[src/rtl/core/bgd_pkg.sv]
package bgd_pkg;

    // field widths
    localparam int unsigned DebounceW = 10;
    localparam int unsigned HoldW     = 16;
    localparam int unsigned RampW     = 8;
    localparam int unsigned StepW     = 8;
    localparam int unsigned LevelW    = 11;
    localparam int unsigned ElapsedW  = 16;

    // apb
    localparam int unsigned AddrW = 5;
    localparam int unsigned DataW = 32;

    // register indexes
    localparam logic [2:0] RegDebounce = 3'd0;
    localparam logic [2:0] RegHold     = 3'd1;
    localparam logic [2:0] RegRamp     = 3'd2;
    localparam logic [2:0] RegStep     = 3'd3;
    localparam logic [2:0] RegMax      = 3'd4;
    localparam logic [2:0] RegMin      = 3'd5;

    // register reset values
    localparam logic [DebounceW-1:0] DebounceReset = 10'd50;
    localparam logic [HoldW-1:0]     HoldReset     = 16'd500;
    localparam logic [RampW-1:0]     RampReset     = 8'd20;
    localparam logic [StepW-1:0]     StepReset     = 8'd20;
    localparam logic [LevelW-1:0]    MaxReset      = 11'd1000;
    localparam logic [LevelW-1:0]    MinReset      = 11'd10;

    localparam logic [ElapsedW-1:0] ElapsedTop = {ElapsedW{1'b1}};

    typedef struct packed {
        logic press_event;
        logic button_level;
    } bgd_item_t;

    typedef struct packed {
        logic              lamp_on;
        logic [LevelW-1:0] pwm_level;
        logic              level_written;
    } bgd_result_t;

    typedef struct packed {
        logic [DebounceW-1:0] debounce_ticks;
        logic [HoldW-1:0]     hold_ticks;
        logic [RampW-1:0]     ramp_ticks;
        logic [StepW-1:0]     step_size;
        logic [LevelW-1:0]    max_level;
        logic [LevelW-1:0]    min_level;
    } bgd_cfg_t;

endpackage

[src/rtl/core/bgd_regs.sv]
module bgd_regs
    import bgd_pkg::*;
(
    input  logic             clk,
    input  logic             rst_n,
    input  logic             psel,
    input  logic             penable,
    input  logic             pwrite,
    input  logic [AddrW-1:0] paddr,
    input  logic [DataW-1:0] pwdata,
    output logic [DataW-1:0] prdata,
    output logic             pready,
    output bgd_cfg_t         cfg
);

    bgd_cfg_t   cfg_reg;
    logic       wr_en;
    logic [2:0] index;

    assign pready = 1'b1;
    assign wr_en  = psel && penable && pwrite;
    assign index  = paddr[AddrW-1:2];
    assign cfg    = cfg_reg;

    // register writes
    always_ff @(posedge clk or negedge rst_n)
    begin
        if (!rst_n)
        begin
            cfg_reg.debounce_ticks <= DebounceReset;
            cfg_reg.hold_ticks     <= HoldReset;
            cfg_reg.ramp_ticks     <= RampReset;
            cfg_reg.step_size      <= StepReset;
            cfg_reg.max_level      <= MaxReset;
            cfg_reg.min_level      <= MinReset;
        end
        else if (wr_en)
        begin
            case (index)
                RegDebounce: cfg_reg.debounce_ticks <= pwdata[DebounceW-1:0];
                RegHold:     cfg_reg.hold_ticks     <= pwdata[HoldW-1:0];
                RegRamp:     cfg_reg.ramp_ticks     <= pwdata[RampW-1:0];
                RegStep:     cfg_reg.step_size      <= pwdata[StepW-1:0];
                RegMax:      cfg_reg.max_level      <= pwdata[LevelW-1:0];
                RegMin:      cfg_reg.min_level      <= pwdata[LevelW-1:0];
                default:     ;
            endcase
        end
    end

    // read mux
    always_comb
    begin
        prdata = '0;
        case (index)
            RegDebounce: prdata = {{(DataW-DebounceW){1'b0}}, cfg_reg.debounce_ticks};
            RegHold:     prdata = {{(DataW-HoldW){1'b0}}, cfg_reg.hold_ticks};
            RegRamp:     prdata = {{(DataW-RampW){1'b0}}, cfg_reg.ramp_ticks};
            RegStep:     prdata = {{(DataW-StepW){1'b0}}, cfg_reg.step_size};
            RegMax:      prdata = {{(DataW-LevelW){1'b0}}, cfg_reg.max_level};
            RegMin:      prdata = {{(DataW-LevelW){1'b0}}, cfg_reg.min_level};
            default:     prdata = '0;
        endcase
    end

endmodule

[src/rtl/core/button_gesture_dimmer.sv]
// One-button lamp dimmer with click and hold gestures.
// Input channel (item_valid, item_stall, item): one item per millisecond tick,
// carrying the press edge flag and the current button level.
// Output channel (result_valid, result_stall, result): exactly one result per
// item with the lamp mode, the PWM level (0 while off) and a strobe that marks
// ticks which wrote a new level.
// Each accepted item's result is registered; throughput is one item per cycle
// while item_stall is low. The session state updates in one pass of logic
// between the state registers and the result register.
// A two-entry output buffer (result register plus skid register) lets an item
// be taken in the cycle a stalled result is still waiting; item_stall rises
// only once both entries are full and drops when the receiver takes one.
// Reset (rst_n low, asynchronous) closes any session, turns the lamp off, sets
// the level and drive level to 0, dimming upward, and loads the register
// defaults. Registers sit at APB byte address 4*i (debounce, hold, ramp, step,
// max, min); the user writes them only while the block is idle (not enforced).
module button_gesture_dimmer
    import bgd_pkg::*;
(
    input  logic             clk,
    input  logic             rst_n,
    input  logic             item_valid,
    output logic             item_stall,
    input  bgd_item_t        item,
    output logic             result_valid,
    input  logic             result_stall,
    output bgd_result_t      result,
    input  logic             psel,
    input  logic             penable,
    input  logic             pwrite,
    input  logic [AddrW-1:0] paddr,
    input  logic [DataW-1:0] pwdata,
    output logic [DataW-1:0] prdata,
    output logic             pready
);

    bgd_cfg_t cfg;

    bgd_regs u_regs (
        .clk     (clk),
        .rst_n   (rst_n),
        .psel    (psel),
        .penable (penable),
        .pwrite  (pwrite),
        .paddr   (paddr),
        .pwdata  (pwdata),
        .prdata  (prdata),
        .pready  (pready),
        .cfg     (cfg)
    );

    // session state
    logic                in_session_reg,  in_session_next;
    logic [ElapsedW-1:0] elapsed_reg,     elapsed_next;
    logic                mode_on_reg,     mode_on_next;
    logic [LevelW-1:0]   level_reg,       level_next;
    logic                going_down_reg,  going_down_next;
    logic [RampW-1:0]    ramp_wait_reg,   ramp_wait_next;
    logic [LevelW-1:0]   drive_level_reg, drive_level_next;
    logic                wrote;

    // output buffer
    logic        out_valid_reg;
    bgd_result_t out_data_reg;
    logic        skid_valid_reg;
    bgd_result_t skid_data_reg;

    logic        accept;
    logic        take;
    bgd_result_t new_result;

    logic                 sess;
    logic [ElapsedW-1:0]  d;
    logic signed [LevelW+1:0] stepped;
    logic signed [LevelW+1:0] max_s;
    logic signed [LevelW+1:0] min_s;
    logic [RampW-1:0]     ramp_eff;

    assign item_stall   = skid_valid_reg;
    assign accept       = item_valid && !skid_valid_reg;
    assign take         = out_valid_reg && !result_stall;
    assign result_valid = out_valid_reg;
    assign result       = out_data_reg;

    // dimming step candidate
    assign max_s    = $signed({2'b00, cfg.max_level});
    assign min_s    = $signed({2'b00, cfg.min_level});
    assign stepped  = going_down_reg
                    ? $signed({2'b00, level_reg}) - $signed({5'b00000, cfg.step_size})
                    : $signed({2'b00, level_reg}) + $signed({5'b00000, cfg.step_size});
    assign ramp_eff = (cfg.ramp_ticks == '0) ? RampW'(1) : cfg.ramp_ticks;

    // per-tick gesture logic
    always_comb
    begin
        in_session_next  = in_session_reg;
        elapsed_next     = elapsed_reg;
        mode_on_next     = mode_on_reg;
        level_next       = level_reg;
        going_down_next  = going_down_reg;
        ramp_wait_next   = ramp_wait_reg;
        drive_level_next = drive_level_reg;
        wrote            = 1'b0;

        sess = in_session_reg || item.press_event;
        d    = in_session_reg ? elapsed_reg : '0;
        in_session_next = sess;

        if (sess)
        begin
            if (ramp_wait_reg != '0)
            begin
                ramp_wait_next = ramp_wait_reg - RampW'(1);
            end
            else if (d < {{(ElapsedW-DebounceW){1'b0}}, cfg.debounce_ticks})
            begin
                // debounce window
            end
            else if (item.button_level)
            begin
                if (d > cfg.hold_ticks)
                begin
                    mode_on_next = 1'b1;
                    if (stepped >= max_s)
                    begin
                        level_next      = cfg.max_level;
                        going_down_next = 1'b1;
                    end
                    else if (stepped <= min_s)
                    begin
                        level_next      = cfg.min_level;
                        going_down_next = 1'b0;
                    end
                    else
                    begin
                        level_next = stepped[LevelW-1:0];
                    end
                    drive_level_next = level_next;
                    wrote            = 1'b1;
                    ramp_wait_next   = ramp_eff - RampW'(1);
                end
            end
            else
            begin
                in_session_next = 1'b0;
                if (d < cfg.hold_ticks)
                begin
                    if (mode_on_reg)
                    begin
                        mode_on_next     = 1'b0;
                        drive_level_next = '0;
                    end
                    else
                    begin
                        mode_on_next = 1'b1;
                        if (level_reg < cfg.min_level)
                        begin
                            level_next = cfg.max_level;
                        end
                        drive_level_next = level_next;
                    end
                    wrote = 1'b1;
                end
                else
                begin
                    going_down_next = !going_down_reg;
                end
            end

            // elapsed counter saturates at its top
            if (in_session_next && d != ElapsedTop)
            begin
                elapsed_next = d + ElapsedW'(1);
            end
            else
            begin
                elapsed_next = d;
            end
        end

        new_result.lamp_on       = mode_on_next;
        new_result.pwm_level     = drive_level_next;
        new_result.level_written = wrote;
    end

    // state registers
    always_ff @(posedge clk or negedge rst_n)
    begin
        if (!rst_n)
        begin
            in_session_reg  <= 1'b0;
            elapsed_reg     <= '0;
            mode_on_reg     <= 1'b0;
            level_reg       <= '0;
            going_down_reg  <= 1'b0;
            ramp_wait_reg   <= '0;
            drive_level_reg <= '0;
        end
        else if (accept)
        begin
            in_session_reg  <= in_session_next;
            elapsed_reg     <= elapsed_next;
            mode_on_reg     <= mode_on_next;
            level_reg       <= level_next;
            going_down_reg  <= going_down_next;
            ramp_wait_reg   <= ramp_wait_next;
            drive_level_reg <= drive_level_next;
        end
    end

    // output buffer control
    always_ff @(posedge clk or negedge rst_n)
    begin
        if (!rst_n)
        begin
            out_valid_reg  <= 1'b0;
            skid_valid_reg <= 1'b0;
        end
        else if (skid_valid_reg)
        begin
            if (take)
            begin
                skid_valid_reg <= 1'b0;
            end
        end
        else if (accept)
        begin
            if (out_valid_reg && !take)
            begin
                skid_valid_reg <= 1'b1;
            end
            else
            begin
                out_valid_reg <= 1'b1;
            end
        end
        else if (take)
        begin
            out_valid_reg <= 1'b0;
        end
    end

    // output buffer data
    always_ff @(posedge clk)
    begin
        if (skid_valid_reg)
        begin
            if (take)
            begin
                out_data_reg <= skid_data_reg;
            end
        end
        else if (accept)
        begin
            if (out_valid_reg && !take)
            begin
                skid_data_reg <= new_result;
            end
            else
            begin
                out_data_reg <= new_result;
            end
        end
    end

`ifndef NO_ASSERTIONS
    // skid entry is only used behind a full result register
    a_skid_behind_out: assert property (@(posedge clk) disable iff (!rst_n)
        skid_valid_reg |-> out_valid_reg)
        else $error("skid entry valid while result register empty");

    // an accepted item always shows up as a pending result
    a_accept_gives_result: assert property (@(posedge clk) disable iff (!rst_n)
        accept |=> result_valid)
        else $error("accepted item produced no result");

    // no stall toward the sender while the output side is empty
    a_no_stall_empty: assert property (@(posedge clk) disable iff (!rst_n)
        !result_valid |-> !item_stall)
        else $error("item stalled with empty output buffer");

    // a lamp that is off drives zero brightness
    a_off_means_dark: assert property (@(posedge clk) disable iff (!rst_n)
        (result_valid && !result.lamp_on) |-> (result.pwm_level == '0))
        else $error("nonzero pwm level while lamp off");
`endif

endmodule
[config.mk]
export PLATFORM = sky130hd
export DESIGN_NAME = button_gesture_dimmer
export DESIGN_NICKNAME = d
export VERILOG_FILES = /design/src/rtl/core/bgd_pkg.sv /design/src/rtl/core/bgd_regs.sv /design/src/rtl/core/button_gesture_dimmer.sv
export SDC_FILE = /design/constraint.sdc
export NUM_CORES = 1
export LEC_CHECK = 0
export BUFFER_PORTS_ARGS = -buffer_cell sky130_fd_sc_hd__buf_2
export CORE_UTILIZATION = 58
export CTS_CLUSTER_DIAMETER = 40
export DETAILED_ROUTE_END_ITERATION = 8
export MAX_ROUTING_LAYER = met4
export PLACE_DENSITY = 0.78
export REMOVE_ABC_BUFFERS = 1
export SYNTH_ARGS = -nofsm -noshare
export SYNTH_HDL_FRONTEND = slang
export SYNTH_SLANG_ARGS = --single-unit
[constraint.sdc]
create_clock -name clk -period 5.9 [get_ports clk]
set_input_delay 1.475 -clock clk [delete_from_list [all_inputs] [get_ports clk]]
set_output_delay 1.475 -clock clk [all_outputs]
set_load 0.005 [all_outputs]
==> results.md <==
- Crit path largest cell delay: 550 ps
- FFs w/ async S/R, synth: 0.816
- Total negative slack: 0 ps
- Unrepaired setup endpoints after global routing: false
- Most common cell in the synthesized netlist: nand2_1
- Worst-path fanout max: 9
- Die H: 134 um
- Core box area: 0.0168 mm^2
- Max-slew violations: 0
- Post-synth EDFFs: 26
- Starting Density: 0.601
- Total grt overflow: 0
- Yosys top cell area share: 0.234
- Layout cells sized above 1: 0.162
- Yosys cell types: 89
- Worst Setup Slack post-DPL: 678 ps
- Post-synthesis sequential area ratio: 0.366
- IO buf count: 58
- H-tree level count: 4
- Slew Limit Headroom: 0.251
- Core Util, Final: 0.658
- Drt first-iter violations: 842
- Endpoints failing setup: 0
- Clock root cell: clkbuf_16
- Post_cts resized: 0
- Total CTS buffers: 17
- CP top delay family: compound AO/OA/AOI/OAI gates
- VDD IR max: 0.000220 V
- Clk buf depth: 2
- Syn Inst Count: 1124
- Row cnt: 47
- Setup Fix Bufs, Post-CTS: 0
- Largest net degree at the start of global routing: 73
- Hold crit path type: register to register
- Area grow syn2layout: 9.57%
- DRC Markers: 0
- Antenna cells: 0
- Max reg flops: 64
- CTS tree: built
- DR WL/cell: 20.0 um
- Clock-pin slew on the worst setup and hold paths: 60 ps
- Top layer in use: met4
- Synth area leader: dfrtp_1
- Multi-input combinational cell area: 0.00572 mm^2
- Chip width: 134 um
- # Max-Cap Violations: 0
- Area of the die: 0.0179 mm^2
- ANT nets after route: 0
- Startpoint types: register
- DR WL met2: 13100 um
- WP data required: 6080 ps
- Via density: 6.35
- Yosys warns: 0
- Avg Inst Size Synth: 8.96 um^2
- Vias: 8873
- TritonCTS Sinks: 141
- Pre-Repair DR Iteration Count: 6
- Yosys reg bits: 141
- DP HPWL: 20800 um
- Total Power: 5.34 mW
- Met1 wire length: 11700 um
- Leak pwr: 4.81 nW
- Layout Cells excl Fill: 1397
- FF+latch area: 0.00368 mm^2
- WL met3: 2170 um
- Post-synth top cells: nand2_1 (122), dfrtp_1 (94), o21ai_0 (88)
- Syn Std Cell Area: 0.0101 mm^2
- First-pass GRT wire length: 44500 um
- Post-layout min period: 5400 ps
- Clock Latency Late Sink: 430 ps
- NumNets Final: 1287
- Cts hold-fix bufs: 0
- Synth top area cells: dfrtp_1 (23%), ha_1 (9.3%), edfxtp_1 (7.8%)
- Fill count: 1375
- PD cells: 484 mW/mm^2
- Ports: 94
- Final Cycle Share: 0.916
- CP Class: register to register
- Fmax: 185 MHz
- Final Hold Fails: 0
- WP data arrival: 5580 ps
- Final wirelength: 28000 um
- Worst setup margin: 498 ps
- Worst path cell trace: inv_1, ha_1, nor2b_2, o21ba_2, or3b_2, a211oi_1, nor4_1, buf_4, ha_1, nand4_1, a221oi_1, o21ai_0, a211oi_2, buf_4, mux2i_1, a311oi_2, o21a_1, mux2_1
- Most common flop cell mapped by yosys: dfrtp_1
- Critical-path top delay cell: dfstp_2
- Final Skew: 7.98 ps
- Initial antenna violation count: 0
- Outcome: completed
- Total GRT Usage: 0.334
- Worst hold-check slack: 510 ps
- Crit end category: register
- Worst-margin pin slew: 1120 ps
- Placed cells: 1365
- Fin area: 0.0110 mm^2
- Vias in the first global route: 8326
- Post-DP Area: 0.0104 mm^2
- Routability cong.: 1.00
- WP buf/inv: 3
cell type report:
type	instances	share of cell area
Clock inverter	14	0.0174
Multi-Input combinational cell	852	0.519
Inverter	72	0.0245
Sequential cell	141	0.334
Timing Repair Buffer	80	0.0415
Tap cell	220	0.0250
Clock buffer	18	0.0389
cell usage in the layout, fill, tap and decap left out, types with 17 or more instances in the layout:
cell type  count
dfstp_2       21
buf_4         23
buf_2         57
nor2_1        80
nand2_1      122
mux2i_1       25
a21oi_1       80
dfrtp_1       94
ha_1          75
conb_1        17
mux2_2        27
nand3_1       18
o21ai_0       88
clkbuf_16     17
nor3_1        32
edfxtp_1      26
inv_1         71
cell families after synthesis:
family,synth area share
muxes,0.0629
and+or+nand+nor,0.167
adders and majority gates,0.0972
other,0.000746
DFF,0.366
xor gates and xnor gates,0.0183
buffers and inverters,0.0727
AOI/OAI and AO/OA,0.215
final timing paths:
kind                                start                to  slack (ps)  cells after the start
setup / recovery           u_regs.cfg[26]         result[7]         500                     18
hold / removal             u_regs.cfg[56]    u_regs.cfg[56]         510                      1
setup reg to reg           u_regs.cfg[26]         result[7]         500                     18
hold reg to reg            u_regs.cfg[56]    u_regs.cfg[56]         510                      1
max in group asynchronous           rst_n    u_regs.cfg[27]        3580                      2
min in group asynchronous           rst_n  ramp_wait_reg[0]        1170                      1
layer usage:
layer,GRT usage,vias to the layer above
met4,0.145,0
met3,0.0708,68
met1,0.428,4253
li1,-,4133
met2,0.511,419
met5,-,-
power by group:
| part | total, mW | leakage (nW) | switching (mW) | internal [mW] |
|---|---|---|---|---|
| logic | 2.60 | 2.89 | 1.54 | 1.05 |
| clock network | 1.14 | 0.304 | 0.433 | 0.708 |
| registers | 1.60 | 1.62 | 0.307 | 1.30 |
| total | 5.34 | 4.81 | 2.28 | 3.06 |
Note: power is estimated with default switching activity, not from simulation.
